===== src/hw/rtl/icfp_pkg.sv =====
// ----------------------------------------------------------------------------
// icfp_pkg
// Types, constants and the divider step function for the command frame packer.
// ----------------------------------------------------------------------------
package icfp_pkg;

  localparam int POS_BITS    = 16;
  localparam int OTHER_BITS  = 12;
  localparam int DIV_STAGES  = POS_BITS + 1;
  localparam int SHORT_START = POS_BITS - OTHER_BITS;
  localparam int LATENCY     = DIV_STAGES + 3;

  localparam logic [10:0] FRAME_BASE = 11'h400;

  localparam logic [7:0] REG_POSITION  = 8'd0;
  localparam logic [7:0] REG_VELOCITY  = 8'd1;
  localparam logic [7:0] REG_TORQUE    = 8'd2;
  localparam logic [7:0] REG_STIFFNESS = 8'd3;
  localparam logic [7:0] REG_DAMPING   = 8'd4;

  localparam logic [30:0] RESET_POSITION  = 31'd823132;
  localparam logic [30:0] RESET_VELOCITY  = 31'd3932160;
  localparam logic [30:0] RESET_TORQUE    = 31'd786432;
  localparam logic [30:0] RESET_STIFFNESS = 31'd32768000;
  localparam logic [30:0] RESET_DAMPING   = 31'd327680;

  typedef struct packed {
    logic [7:0]         motor_number;
    logic signed [31:0] position_target;
    logic signed [31:0] velocity_target;
    logic signed [31:0] stiffness_gain;
    logic signed [31:0] damping_gain;
    logic signed [31:0] feedforward_torque;
  } command_t;

  typedef struct packed {
    logic [10:0]        frame_id;
    logic [7:0]         byte0;
    logic [7:0]         byte1;
    logic [7:0]         byte2;
    logic [7:0]         byte3;
    logic [7:0]         byte4;
    logic [7:0]         byte5;
    logic [7:0]         byte6;
    logic [7:0]         byte7;
    logic [30:0]        clamped_stiffness;
    logic [30:0]        clamped_damping;
    logic signed [31:0] clamped_torque;
  } result_t;

  typedef struct packed {
    logic [30:0] position;
    logic [30:0] velocity;
    logic [30:0] torque;
    logic [30:0] stiffness;
    logic [30:0] damping;
  } limits_t;

  typedef struct packed {
    logic [32:0]            rem;
    logic [DIV_STAGES-1:0]  quo;
    logic [31:0]            span;
    logic signed [31:0]     clamped;
  } div_lane_t;

  // One restoring division step; the first active step takes the numerator unshifted.
  function automatic div_lane_t div_step(input div_lane_t d, input logic active,
                                         input logic first);
    div_lane_t  o;
    logic [32:0] t;
    logic        ge;
    o  = d;
    t  = first ? d.rem : {d.rem[31:0], 1'b0};
    ge = (t >= {1'b0, d.span});
    if (active) begin
      o.rem = ge ? (t - {1'b0, d.span}) : t;
      o.quo = {d.quo[DIV_STAGES-2:0], ge};
    end
    return o;
  endfunction

endpackage


===== src/hw/rtl/icfp_lane.sv =====
// ----------------------------------------------------------------------------
// icfp_lane
// Clamp, offset and pipelined restoring division of one set-point to its code.
// ----------------------------------------------------------------------------
module icfp_lane (
  input  logic               clk,
  input  logic signed [31:0] x,
  input  logic [30:0]        limit,
  input  logic               sym,
  input  logic               long_code,
  output logic [15:0]        code,
  output logic signed [31:0] clamped
);
  import icfp_pkg::*;

  logic signed [32:0] lim_w;
  logic signed [32:0] lo_w;
  logic signed [32:0] x_w;
  logic signed [32:0] c_w;
  logic [31:0]        span_w;

  logic signed [32:0] s1_c;
  logic signed [32:0] s1_lo;
  logic [31:0]        s1_span;
  logic [32:0]        num_w;

  div_lane_t stage [0:DIV_STAGES];
  div_lane_t last;

  always_comb begin
    lim_w  = $signed({2'b00, limit});
    lo_w   = sym ? -lim_w : 33'sd0;
    x_w    = $signed({x[31], x});
    if (x_w < lo_w) begin
      c_w = lo_w;
    end else if (x_w > lim_w) begin
      c_w = lim_w;
    end else begin
      c_w = x_w;
    end
    span_w = sym ? {limit, 1'b0} : {1'b0, limit};
  end

  always_ff @(posedge clk) begin
    s1_c    <= c_w;
    s1_lo   <= lo_w;
    s1_span <= span_w;
  end

  assign num_w = 33'(s1_c - s1_lo);

  always_ff @(posedge clk) begin
    stage[0].rem     <= {1'b0, num_w[31:0]};
    stage[0].quo     <= '0;
    stage[0].span    <= s1_span;
    stage[0].clamped <= s1_c[31:0];
  end

  for (genvar s = 0; s < DIV_STAGES; s++) begin : g_div
    logic active;
    logic first;
    assign active = long_code || (s >= SHORT_START);
    assign first  = long_code ? (s == 0) : (s == SHORT_START);
    always_ff @(posedge clk) begin
      stage[s+1] <= div_step(stage[s], active, first);
    end
  end

  assign last = stage[DIV_STAGES];

  // Saturate a quotient of exactly 2^bits; a zero span yields code zero.
  always_ff @(posedge clk) begin
    if (last.span == '0) begin
      code <= '0;
    end else if (long_code) begin
      code <= last.quo[POS_BITS] ? '1 : last.quo[POS_BITS-1:0];
    end else begin
      code <= last.quo[OTHER_BITS] ? {{(POS_BITS-OTHER_BITS){1'b0}}, {OTHER_BITS{1'b1}}}
                                   : {{(POS_BITS-OTHER_BITS){1'b0}}, last.quo[OTHER_BITS-1:0]};
    end
    clamped <= last.clamped;
  end

endmodule


===== config.mk =====
export PLATFORM = sky130hd
export DESIGN_NAME = icfp_lane
export DESIGN_NICKNAME = d
export VERILOG_FILES = /design/src/hw/rtl/icfp_pkg.sv /design/src/hw/rtl/icfp_lane.sv
export SDC_FILE = /design/constraint.sdc
export NUM_CORES = 2
export LEC_CHECK = 0
export ABC_AREA = 1
export BUFFER_PORTS_ARGS = -buffer_cell sky130_fd_sc_hd__clkbuf_2
export CAP_MARGIN = 10
export CORE_MARGIN = 3
export CORE_UTILIZATION = 35
export CTS_CLUSTER_DIAMETER = 30
export DETAILED_ROUTE_END_ITERATION = 16
export PLACE_DENSITY_LB_ADDON = 0.3
export RECOVER_POWER = 25
export SYNTH_ARGS = -nofsm -noshare
export SYNTH_HDL_FRONTEND = slang
export SYNTH_SLANG_ARGS = --single-unit

===== constraint.sdc =====
create_clock -name clk -period 6.45 [get_ports clk]
set_input_delay 0.3225 -clock clk [delete_from_list [all_inputs] [get_ports clk]]
set_output_delay 0.3225 -clock clk [all_outputs]
set_load 0.005 [all_outputs]

==> summary.md <==
| Metric | Value |
|---|---|
| Status | completed |
| Num CTS Buffers | 372 |
| Mean routed wirelength per cell | 17.12 um |
| First-pass DRT Iterations | 6 |
| ANT nets after route | 0 |
| Hpwl dp | 226400 um |
| Worst hold path class | input port to flip-flop |
| Syn nets | 13116 |
| Core Footprint | 0.2599 mm^2 |
| Nets | 13537 |
| GPL Wtd Cong | 0.9484 |
| Worst-path fanout max | 33 |
| GRT overflow | 0 |
| Worst R2R Setup Slack | 2.36 ns |
| Worst Path Required | 7.35 ns |
| CTS max path bufs | 4 |
| Root Driver | clkbuf_16 |
| Final Hold Viols | 0 |
| Sequential fraction of the synthesis area | 43.64% |
| TritonCTS Sinks | 1997 |
| Met1 Use GR | 26.79% |
| Die width | 517.6 um |
| Max IR drop VDD | 0.2714 mV |
| Row cnt | 187 |
| Max_slew headroom | 20.22% |
| TritonCTS clock tree | built |
| Area Growth Syn to Fin | 20.42% |
| Peak Freq | 167.3 MHz |
| DRC viols | 0 |
| Critical Path AT | 6.88 ns |
| Mapped Cells | 12395 |
| Pre-CTS setup slack | 2.015 ns |
| Setup TNS | 0 ns |
| Setup CP Type | input port to flip-flop |
| First-pass GRT wire length | 435800 um |
| Met2 usage in global routing | 34.52% |
| DR vias | 78692 |
| Mean Syn Cell Area | 7.391 um^2 |
| DR vias/cell | 4.731 |
| Vias in the first global route | 75484 |
| CP endpoint kind | flip-flop |
| Worst Skew | 0.1206 ns |
| Worst skew pair latency | 0.96 ns |
| Slew of the pin with the lowest slew margin | 1.193 ns |
| FF-to-FF End | stage[2][109] |
| Port-buffer cells | 113 |
| CP Capture Point | s1_c[12] |
| Crit share post-route | 92.68% |
| Final setup vio count | 0 |
| Worst-case reg-to-reg path depth | 13 |
| Leak | 55.84 nW |
| Largest net degree at the start of global routing | 101 |
| Initial antenna violation count | 9 |
| Sequential Area | 0.03998 mm^2 |
| Yosys warning count | 0 |
| Multi-input logic area | 0.04371 mm^2 |
| Die span in y | 517.6 um |
| Clock slew at reported path FFs | 0.06 ns |
| Cell variety after synth | 53 |
| DRT iter0 DRCs | 6288 |
| Final worst slack | 0.4723 ns |
| PD cells | 596.3 mW/mm^2 |
| Commonest non-fill, non-tap cells in the layout | nand2_1 (3868), dfxtp_1 (1997), inv_1 (1799), nand3_1 (969), nor2_1 (874) |
| H-Tree Depth | 5 |
| Post-route minimum period | 5.978 ns |
| Ratio of cells with drive above 1 in the final layout | 7.094% |
| CP startpoint kind | input port |
| RSZ-0062 raised after global routing | no |
| Gr usage total | 20.51% |
| Worst r2r src | stage[1][90] |
| Synthesized flop and latch total | 1997 |
| Worst setup startpoint | limit[23] |
| Die area | 0.2679 mm^2 |
| Fill count | 26420 |
| Synth Cell Area | 0.09161 mm^2 |
| Max-cap violation count | 0 |
| DRT Wirelength | 284800 um |
| Global route hottest layer | met2 |
| Slew Limit Fails | 0 |
| Most common cell after layout, fill and taps aside | nand2_1 |
| GR Layer Usage met3 | 2.927% |
| Initial Utilization | 35.24% |
| I/O pin count | 114 |
==> cell type report <==
cell class              count  share of cell area, %
multi-input cells        8382                  39.62
flip-flops and latches   1997                  36.24
clock buffers             443                  9.202
inverters                1810                  6.161
well taps                3496                  3.965
clock inverters           252                  3.089
repair buffers            253                  1.720
diodes                      1               0.002268
==> how the worst min path moves through the flow <==
stage                 startpoint            to  slack (ns)  depth (start not counted)
CTS                          sym     s1_lo[23]       0.003                          4
floorplan           stage[17][0]    clamped[0]        0.31                          0
detailed placement  stage[6][30]  stage[7][30]        0.31                          0
global placement    stage[15][0]  stage[16][0]        0.31                          0
finish                       sym     s1_lo[26]        0.07                          3
global route                 sym     s1_lo[23]         0.1                          4
==> Yosys cell counts (all sizes together) <==
master,number,area share (%)
a21o,64,0.52
nor2,891,3.7
buf,127,0.94
clkinv,3,0.012
o21a,49,0.40
a21oi,584,3.2
a31oi,25,0.17
nor3,134,0.75
xnor2,100,0.96
o211ai,7,0.057
nand3b,96,0.79
a211oi,8,0.090
o22ai,3,0.020
o21ai,397,2.3
nor4,33,0.25
o21bai,51,0.42
nand3,977,5.4
a21boi,26,0.21
or2,4,0.027
xor2,225,2.2
dfxtp,1997,44
clkbuf,79,0.32
nor3b,1,0.0082
and2,19,0.13
ha,638,8.7
nand2,3909,16
inv,1807,7.4
nand4,103,0.70
o211a,6,0.066
o221ai,2,0.019
a22oi,11,0.090
mux2i,1,0.011
o2111ai,1,0.0096
fa,17,0.37
==> logic make-up (layout without fill, tap and decap cells) <==
| kind of cell | count (synthesis) | in the layout | share of synthesized area [%] |
|---|---|---|---|
| simple gates | 6167 | 6167 | 27.94 |
| compound gates | 1234 | 1234 | 7.542 |
| xor+xnor | 325 | 325 | 3.107 |
| flops | 1997 | 1997 | 43.64 |
| other cells | 0 | 1 | 0 |
| buf+inv | 2016 | 2758 | 8.675 |
| fa+ha+maj | 655 | 655 | 9.085 |
| mux | 1 | 1 | 0.01093 |
==> stage by stage <==
| step | hold WS (ns) | cells | utilization [%] | power, mW | instance area [um^2] |
|---|---|---|---|---|---|
| 3_5_place_dp | 0.3121 | 15826 | 36.79 | 45.30 | 95640 |
| 4_1_cts | 0.003050 | 16631 | 42.43 | 66.03 | 110300 |
| 6_report | 0.06695 | 16634 | 42.44 | 65.79 | 110300 |
| 5_1_grt | 0.09655 | 16634 | 42.44 | 70.61 | 110300 |
| 2_1_floorplan | 0.3096 | 12395 | - | 37.17 | 91610 |
| 3_3_place_gp | 0.3095 | 15826 | 36.79 | 45.37 | 95640 |
==> per-layer routing <==
metal,vias up,wire (um),part of all wire (%)
met5,-,0,0
met4,0,9507,3.3
met3,486,16150,5.7
met2,2284,132100,46
met1,35774,127000,45
li1,40148,-,-
==> critical path: stages <==
cell	delay, ns
dlygate4sd3_1	0.53
clkbuf_2	0.18
nor2_1	0.15
dlygate4sd3_1	0.58
nand2_1	0.08
dlygate4sd3_1	0.57
nor4_1	0.39
dlygate4sd3_1	0.61
nand2_1	0.05
nand2_1	0.05
nand2_1	0.04
nor2_1	0.17
inv_1	0.07
ha_1	0.29
nand2_1	0.05
inv_1	0.06
nand4_1	0.15
nor2_1	0.19
nand3_1	0.12
nand3_1	0.12
nand2_2	0.23
nand2_1	0.14
buf_4	0.38
nand3_1	0.14
dlygate4sd3_1	0.60
nand2_1	0.06
dlygate4sd3_1	0.54
==> state kept, by name (all words and copies together), names as in the netlist <==
| name | count |
|---|---|
| clamped | 32 |
| s1_lo | 32 |
| s1_span | 32 |
| s1_c | 32 |
| code | 16 |
| stage | 1853 |
==> what timing repair did <==
item	in CTS	in global routing
buffers inserted	0	2
hold buffers	110	0
setup endpoints to repair	0	6
resized for setup	0	1
endpoints found under the hold margin	122	0
==> power breakdown <==
group	internal (mW)	switching, mW	leakage (nW)	total, mW
clock network	13.2	7.01	6.50	20.3
registers	15.9	2.29	16.8	18.1
logic	9.14	18.3	32.6	27.4
No activity file was read; power rests on OpenSTA's default activity.
