==> src/hw/rtl/icfp_pkg.sv <==
// ----------------------------------------------------------------------------
// icfp_pkg
// Types, constants and the divider step function for the command frame packer.
// ----------------------------------------------------------------------------
package icfp_pkg;

  localparam int POS_BITS    = 16;
  localparam int OTHER_BITS  = 12;
  localparam int DIV_STAGES  = POS_BITS + 1;
  localparam int SHORT_START = POS_BITS - OTHER_BITS;
  localparam int LATENCY     = DIV_STAGES + 3;

  localparam logic [10:0] FRAME_BASE = 11'h400;

  localparam logic [7:0] REG_POSITION  = 8'd0;
  localparam logic [7:0] REG_VELOCITY  = 8'd1;
  localparam logic [7:0] REG_TORQUE    = 8'd2;
  localparam logic [7:0] REG_STIFFNESS = 8'd3;
  localparam logic [7:0] REG_DAMPING   = 8'd4;

  localparam logic [30:0] RESET_POSITION  = 31'd823132;
  localparam logic [30:0] RESET_VELOCITY  = 31'd3932160;
  localparam logic [30:0] RESET_TORQUE    = 31'd786432;
  localparam logic [30:0] RESET_STIFFNESS = 31'd32768000;
  localparam logic [30:0] RESET_DAMPING   = 31'd327680;

  typedef struct packed {
    logic [7:0]         motor_number;
    logic signed [31:0] position_target;
    logic signed [31:0] velocity_target;
    logic signed [31:0] stiffness_gain;
    logic signed [31:0] damping_gain;
    logic signed [31:0] feedforward_torque;
  } command_t;

  typedef struct packed {
    logic [10:0]        frame_id;
    logic [7:0]         byte0;
    logic [7:0]         byte1;
    logic [7:0]         byte2;
    logic [7:0]         byte3;
    logic [7:0]         byte4;
    logic [7:0]         byte5;
    logic [7:0]         byte6;
    logic [7:0]         byte7;
    logic [30:0]        clamped_stiffness;
    logic [30:0]        clamped_damping;
    logic signed [31:0] clamped_torque;
  } result_t;

  typedef struct packed {
    logic [30:0] position;
    logic [30:0] velocity;
    logic [30:0] torque;
    logic [30:0] stiffness;
    logic [30:0] damping;
  } limits_t;

  typedef struct packed {
    logic [32:0]            rem;
    logic [DIV_STAGES-1:0]  quo;
    logic [31:0]            span;
    logic signed [31:0]     clamped;
  } div_lane_t;

  // One restoring division step; the first active step takes the numerator unshifted.
  function automatic div_lane_t div_step(input div_lane_t d, input logic active,
                                         input logic first);
    div_lane_t  o;
    logic [32:0] t;
    logic        ge;
    o  = d;
    t  = first ? d.rem : {d.rem[31:0], 1'b0};
    ge = (t >= {1'b0, d.span});
    if (active) begin
      o.rem = ge ? (t - {1'b0, d.span}) : t;
      o.quo = {d.quo[DIV_STAGES-2:0], ge};
    end
    return o;
  endfunction

endpackage

==> src/hw/rtl/icfp_cfg.sv <==
// ----------------------------------------------------------------------------
// icfp_cfg
// Limit register file, written through the configuration channel.
// ----------------------------------------------------------------------------
module icfp_cfg (
  input  logic             clk,
  input  logic             rst,
  input  logic             cfg_valid,
  input  logic [7:0]       cfg_index,
  input  logic [31:0]      cfg_data,
  output icfp_pkg::limits_t limits
);
  import icfp_pkg::*;

  always_ff @(posedge clk) begin
    if (rst) begin
      limits.position  <= RESET_POSITION;
      limits.velocity  <= RESET_VELOCITY;
      limits.torque    <= RESET_TORQUE;
      limits.stiffness <= RESET_STIFFNESS;
      limits.damping   <= RESET_DAMPING;
    end else if (cfg_valid) begin
      case (cfg_index)
        REG_POSITION:  limits.position  <= cfg_data[30:0];
        REG_VELOCITY:  limits.velocity  <= cfg_data[30:0];
        REG_TORQUE:    limits.torque    <= cfg_data[30:0];
        REG_STIFFNESS: limits.stiffness <= cfg_data[30:0];
        REG_DAMPING:   limits.damping   <= cfg_data[30:0];
        default: ; // drop writes to unknown indexes
      endcase
    end
  end

endmodule

==> config.mk <==
export PLATFORM = sky130hd
export DESIGN_NAME = icfp_cfg
export DESIGN_NICKNAME = d
export VERILOG_FILES = /design/src/hw/rtl/icfp_pkg.sv /design/src/hw/rtl/icfp_cfg.sv
export SDC_FILE = /design/constraint.sdc
export NUM_CORES = 1
export LEC_CHECK = 0
export ABC_CLOCK_PERIOD_IN_PS = 1480
export CORE_MARGIN = 2
export CORE_UTILIZATION = 35
export DETAILED_ROUTE_END_ITERATION = 12
export DONT_BUFFER_PORTS = 1
export GPL_ROUTABILITY_DRIVEN = 1
export MAX_ROUTING_LAYER = met4
export PLACE_DENSITY = 0.53
export SLEW_MARGIN = 25
export SYNTH_ARGS = -nofsm -noshare
export SYNTH_HDL_FRONTEND = slang
export SYNTH_SLANG_ARGS = --single-unit
==> constraint.sdc <==
create_clock -name clk -period 1.48 [get_ports clk]
set_clock_uncertainty 0.1 [all_clocks]
set_input_delay 0.148 -clock clk [delete_from_list [all_inputs] [get_ports clk]]
set_output_delay 0.148 -clock clk [all_outputs]
set_load 0.01 [all_outputs]
==> results of run 1 <==
## worst max-delay path, stage by stage
cell           delay [ns]
dlygate4sd3_1        0.60
nand2b_4             0.18
dlygate4sd3_1        0.58
mux2i_1              0.13
## cell usage after synthesis
master,number,area (µm²)
and3_1,1,6.26
and4_1,1,8.76
and4b_1,2,20.0
buf_2,8,40.0
buf_4,5,37.5
buf_6,1,11.3
clkbuf_1,25,93.8
dfxtp_1,155,3100
mux2i_1,155,1550
nand2b_1,160,1000
nand3_1,1,5.00
nand4_1,2,12.5
nand4b_1,2,17.5
nor2_1,43,161
nor2b_1,1,6.26
nor3b_2,1,12.5
nor4_4,1,21.3
## logic make-up (layout without fill, tap and decap cells)
logic type             Yosys count  count (layout)
muxes                          155             155
buffers and inverters           39             200
and+or+nand+nor                215             215
DFF                            155             155
## per-layer routing
metal | up-vias | track usage, % | share of wire [%]
met5 | - | - | 0
met4 | 0 | 5.79 | 1.5
met3 | 19 | 7.83 | 8.7
met2 | 145 | 32.5 | 48
met1 | 2269 | 21.8 | 41
li1 | 2170 | - | -
## layout make-up
cell class | count | area (µm²) | area share (%)
well taps | 225 | 282 | 3.28
repair buffers | 170 | 1720 | 20.0
multi-input cells | 370 | 2840 | 33.1
clock buffers | 19 | 453 | 5.27
flip-flops and latches | 155 | 3100 | 36.1
clock inverters | 11 | 193 | 2.24
## worst min path at each step
stage,start,slack (ns),endpoint,depth (start not counted)
floorplan,cfg_data[16],0.21,limits[16]$_SDFFE_PP1P_,2
CTS,cfg_index[0],0.002,limits[83]$_SDFFE_PP0P_,2
global route,cfg_index[0],0.01,limits[82]$_SDFFE_PP0P_,2
finish,cfg_index[0],0.02,limits[83]$_SDFFE_PP0P_,2
global placement,cfg_data[16],0.21,limits[16]$_SDFFE_PP1P_,2
detailed placement,cfg_data[22],0.23,limits[53]$_SDFFE_PP1P_,2
## repair_timing
action,4_1_cts,5_1_grt
gates resized for setup,0,3
hold endpoints to repair,155,0
setup endpoints to repair,0,3
hold buffers,155,0
setup buffers,0,0
## through the flow
step	total power, mW	setup TNS (ns)	cells	util (%)
2_1_floorplan	4.47	0	564	-
3_3_place_gp	4.45	0	765	37.0
3_5_place_dp	4.46	-0.434	765	37.0
4_1_cts	9.41	0	950	49.9
5_1_grt	9.62	0	950	50.0
6_report	9.31	0	950	50.0
## power groups by stage
stage | combinational (mW) | clock [mW] | sequential [mW]
6_report | 0.345 | 4.78 | 4.18
5_1_grt | 0.369 | 5.07 | 4.18
4_1_cts | 0.339 | 4.89 | 4.18
3_5_place_dp | 0.182 | 0 | 4.28
3_3_place_gp | 0.179 | 0 | 4.28
2_1_floorplan | 0.197 | 0 | 4.27
==> flow_metrics.py, run 1 <==
metrics = {
    "route": {
        "vias": 4603,
        "drtPass1Iterations": 4,
        "routed_wl_um": 17500,
        "avgRoutedWirePerCell_um": 18.4,
        "drt_iter0_drc": 191,
        "postRouteAntennaNets": 0,
        "drc": 0,
        "drt-vias-per-instance": 4.85,
    },
    "worst_setup_path": {
        "crit_fanout": 124,
        "ff2ff_setup_slack_ns": 0.12,
        "crit_path_end_kind": "register",
        "crit_end": "limits[26]$_SDFFE_PP0P_",
        "reg2reg_from": "limits[111]$_SDFFE_PP1P_",
        "crit_type": "in -> reg",
        "rr_endpoint": "limits[111]$_SDFFE_PP1P_",
        "startpoint": "rst",
        "start_kind": "input pin",
        "worstPathRequired_ns": 1.72,
        "arrival_ns": 1.65,
        "reg2reg_depth": 3,
    },
    "logic_synthesis": {
        "syn_nets": 607,
        "synthSimpleGateAreaFrac_pct": 20.8,
        "yosys_warnings": 0,
        "postSynthCellCount": 564,
        "synth_top_family_by_area": "multiplexers",
        "synth_mux_area_share_pct": 25.4,
        "ys_seq_area_share_pct": 50.8,
        "synth_compound_area_share_pct": 0,
        "ys_seq_elements": 155,
        "avgSynthCellArea_um2": 10.8,
        "synthAdderAreaFrac_pct": 0,
        "synth-xor-area-share_pct": 0,
        "yosys.cell_types.count": 17,
        "syn_area_um2": 6110,
    },
    "sta": {
        "layout_setup_ws_ns": 0.0757,
        "setup_viol": 0,
        "tightest_slew_ns": 0.401,
        "hold_ws_ns": 0.0243,
        "rsz0062_at_grt": "false",
        "clock.fmax_mhz": 712,
        "slew_violations": 0,
        "finalHoldViolCount": 0,
        "period_share_pct": 94.9,
        "min_period_ns": 1.40,
        "relSlewSlack_pct": 73.2,
    },
    "global_routing": {
        "grt_pass1_wl_um": 26900,
        "antenna_found_initial": 0,
        "grt_pass1_vias": 4940,
        "grt_usage_pct": 19.6,
        "globalRoute.totalOverflow": 0,
        "grt_max_degree": 125,
    },
    "clock_network": {
        "clock-sinks": 155,
        "insertion_delay_ns": 0.41,
        "numCtsBuffers": 17,
        "clock_path_buffers": 2,
        "root_buffer": "clkbuf_16",
        "clk_pin_slew_ns": 0.06,
        "htreeDepth": 4,
        "cts_tree": "done",
    },
    "final_layout": {
        "largest_reg_flops": 155,
        "layout.nets": 757,
        "fill_cells": 1593,
        "antennaDiodeCount": 0,
        "final_area_um2": 8590,
        "layout_common_cells": "159 x nand2b_1, 155 x mux2i_1, 155 x dfxtp_1, 154 x dlygate4sd3_1, 43 x nor2_1",
        "drive_gt1_share_pct": 6.90,
        "top_regs": "limits x155",
        "layout_commonest_cell": "nand2b_1",
        "layout-area-overhead-vs-synth_pct": 40.6,
        "regMostFlops": "limits",
    },
    "placed_design": {
        "place_worst_setup_slack_ns": -0.0599,
        "dpl-instance-area_um2": 6360,
        "dp_hpwl_um": 10100,
        "gp_routability_congestion": 0.786,
        "port_buffers": 0,
    },
    "floorplan": {
        "io_pins": 198,
        "std_cell_rows": 48,
        "initial_core_util_pct": 35.6,
        "die_w_um": 136,
        "die-height_um": 136,
        "die_area_um2": 18500,
        "fp.coreArea_um2": 17200,
    },
    "pwr": {
        "p_int_mw": 7.44,
        "seq_power_share_pct": 44.9,
        "ir_drop_mv": 0.759,
        "leakage_nw": 3.58,
        "p_clk_share_pct": 51.3,
        "swShare_pct": 20.0,
        "power_density_nw_per_um2": 1080,
        "switching_power_mw": 1.87,
        "pwr-share-comb_pct": 3.7,
    },
    "hold_path": {
        "min_path_type": "in -> reg",
    },
    "run_status": {
        "status": "finished, final reports clean",
    },
    "job": {
        "drv_cap": 0,
    },
}
(Power assumes the default switching activity.)
==> run 2, diff against run 1 <==
--- a/config.mk
+++ b/config.mk
@@ -5,14 +5,15 @@
 export SDC_FILE = /design/constraint.sdc
 export NUM_CORES = 1
 export LEC_CHECK = 0
-export ABC_CLOCK_PERIOD_IN_PS = 1480
+export ABC_CLOCK_PERIOD_IN_PS = 1300
 export CORE_MARGIN = 2
-export CORE_UTILIZATION = 35
+export CORE_UTILIZATION = 55
 export DETAILED_ROUTE_END_ITERATION = 12
 export DONT_BUFFER_PORTS = 1
 export GPL_ROUTABILITY_DRIVEN = 1
 export MAX_ROUTING_LAYER = met4
-export PLACE_DENSITY = 0.53
+export PLACE_DENSITY = 0.72
+export REMOVE_ABC_BUFFERS = 1
 export SLEW_MARGIN = 25
 export SYNTH_ARGS = -nofsm -noshare
 export SYNTH_HDL_FRONTEND = slang
==> constraint.sdc (replaced) <==
create_clock -name clk -period 1.3 [get_ports clk]
set_clock_uncertainty 0.1 [all_clocks]
set_input_delay 0.13 -clock clk [delete_from_list [all_inputs] [get_ports clk]]
set_output_delay 0.13 -clock clk [all_outputs]
set_load 0.01 [all_outputs]
==> flow_metrics.py, run 2 (synthesis gave the netlist of run 1 again) <==
metrics = {
    "final_layout": {
        "final_util_pct": 68.3,
        "antennaDiodeCount": 0,
        "regMostFlops": "limits",
        "layout_common_cells": "160 x nand2b_1, 155 x mux2i_1, 139 x dfxtp_1, 51 x dlygate4sd3_1, 41 x nor2_1",
        "layout.nets": 651,
        "drive_gt1_share_pct": 10.5,
        "largest_reg_flops": 155,
        "final_area_um2": 7400,
        "fin_cells": 761,
        "layout-area-overhead-vs-synth_pct": 21.1,
        "layout_commonest_cell": "nand2b_1",
        "top_regs": "limits x155",
    },
    "route": {
        "routed_wl_um": 14000,
        "vias": 4044,
        "wl_met1_um": 5600,
        "drtPass1Iterations": 4,
        "avgRoutedWirePerCell_um": 18.4,
        "drc": 0,
        "wl_met2_um": 6620,
        "postRouteAntennaNets": 0,
        "top_layer": "met4",
        "wl_met3_um": 1450,
        "drt-vias-per-instance": 5.31,
        "drt_iter0_drc": 224,
    },
    "pwr": {
        "seq_power_share_pct": 46.9,
        "swShare_pct": 19.7,
        "power_mw": 10.2,
        "p_int_mw": 8.15,
        "pwr-share-comb_pct": 3.1,
        "switching_power_mw": 2.01,
        "p_clk_share_pct": 50.1,
        "power_density_nw_per_um2": 1370,
        "leakage_nw": 3.34,
        "ir_drop_mv": 1.12,
    },
    "worst_setup_path": {
        "reg2reg_from": "limits[13]$_SDFFE_PP0P_",
        "crit_path_end_kind": "register",
        "worstPathRequired_ns": 1.63,
        "startpoint": "cfg_index[1]",
        "arrival_ns": 1.62,
        "start_kind": "input pin",
        "crit_fanout": 21,
        "reg2reg_depth": 3,
        "crit_type": "in -> reg",
    },
    "sta": {
        "relSlewSlack_pct": 70.0,
        "clock.fmax_mhz": 777,
        "setup_viol": 0,
        "hold_ws_ns": -0.311,
        "tightest_slew_ns": 0.446,
        "rsz0062_at_grt": "false",
        "finalHoldViolCount": 147,
        "period_share_pct": 98.9,
        "layout_setup_ws_ns": 0.0137,
        "min_period_ns": 1.29,
        "slew_violations": 0,
    },
    "run_status": {
        "violations": "negative hold slack",
        "status": "complete, but fails checks",
    },
    "placed_design": {
        "dp.cells": 678,
        "port_buffers": 0,
        "dpl-instance-area_um2": 6250,
        "dp_hpwl_um": 8560,
        "place_worst_setup_slack_ns": -0.198,
        "gp_routability_congestion": 0.755,
    },
    "floorplan": {
        "fp.coreArea_um2": 10800,
        "die-height_um": 109,
        "die_area_um2": 12000,
        "die_w_um": 109,
        "std_cell_rows": 38,
        "initial_core_util_pct": 56.4,
        "io_pins": 198,
    },
    "clock_network": {
        "cts_tree": "done",
        "clock_path_buffers": 2,
        "clock-sinks": 155,
        "clk_pin_slew_ns": 0.06,
        "htreeDepth": 4,
        "ctsHoldBuffers": 60,
        "insertion_delay_ns": 0.52,
        "root_buffer": "clkbuf_8",
        "numCtsBuffers": 17,
        "cts_setup_buffers": 0,
    },
    "global_routing": {
        "grt_max_degree": 203,
        "antenna_found_initial": 0,
        "grt_pass1_wl_um": 21400,
        "globalRoute.totalOverflow": 0,
        "grt_pass1_vias": 4172,
        "grt_usage_pct": 24.2,
    },
    "hold_path": {
        "min_path_type": "in -> reg",
        "min_from": "rst",
        "holdPathStages": 2,
    },
    "job": {
        "drv_cap": 0,
    },
}
run 2: layout make-up:
cell class / count / area (µm²)
fillers: 806 / 3440
flip-flops and latches: 155 / 3120
multi-input cells: 370 / 2830
repair buffers: 64 / 658
clock buffers: 19 / 442
well taps: 140 / 175
clock inverters: 13 / 173
run 2: final timing paths:
check	to	slack [ns]
setup / recovery	limits[130]$_SDFFE_PP1P_	0.01
hold / removal	limits[107]$_SDFFE_PP0P_	-0.31
setup reg to reg	limits[13]$_SDFFE_PP0P_	0.02
hold reg to reg	limits[137]$_SDFFE_PP0P_	0.39
run 2: power by group through the flow:
| stage | Sequential (mW) | Clock [mW] | Combinational (mW) |
|---|---|---|---|
| floorplan | 4.87 | 0 | 0.168 |
| detailed placement | 4.87 | 0 | 0.195 |
| global route | 4.76 | 5.36 | 0.333 |
| finish | 4.76 | 5.08 | 0.311 |
| global placement | 4.87 | 0 | 0.189 |
| CTS | 4.76 | 5.17 | 0.307 |
run 2: metal layers:
layer  track usage (%)  vias to the layer above
met5                 -                        -
met3              10.5                       30
met2              38.4                      149
met1              26.5                     1919
li1                  -                     1946
met4              10.6                        0
run 2: critical path, stage by stage:
cell	delay, ns
dlygate4sd3_1	0.60
nor2_2	0.17
and3_1	0.23
buf_12	0.23
mux2i_1	0.26
run 2: through the flow:
step / TNS [ns] / hold WS [ns]
6_report: 0 / -0.311
5_1_grt: 0 / -0.327
4_1_cts: 0 / -0.331
3_5_place_dp: -20.62 / 0.207
3_3_place_gp: -13.60 / 0.198
2_1_floorplan: -120.59 / 0.186
run 2: what timing repair did:
item                       in CTS  in global routing
setup endpoints to repair       0                 19
hold endpoints to repair      155                147
resized for setup               0                 18
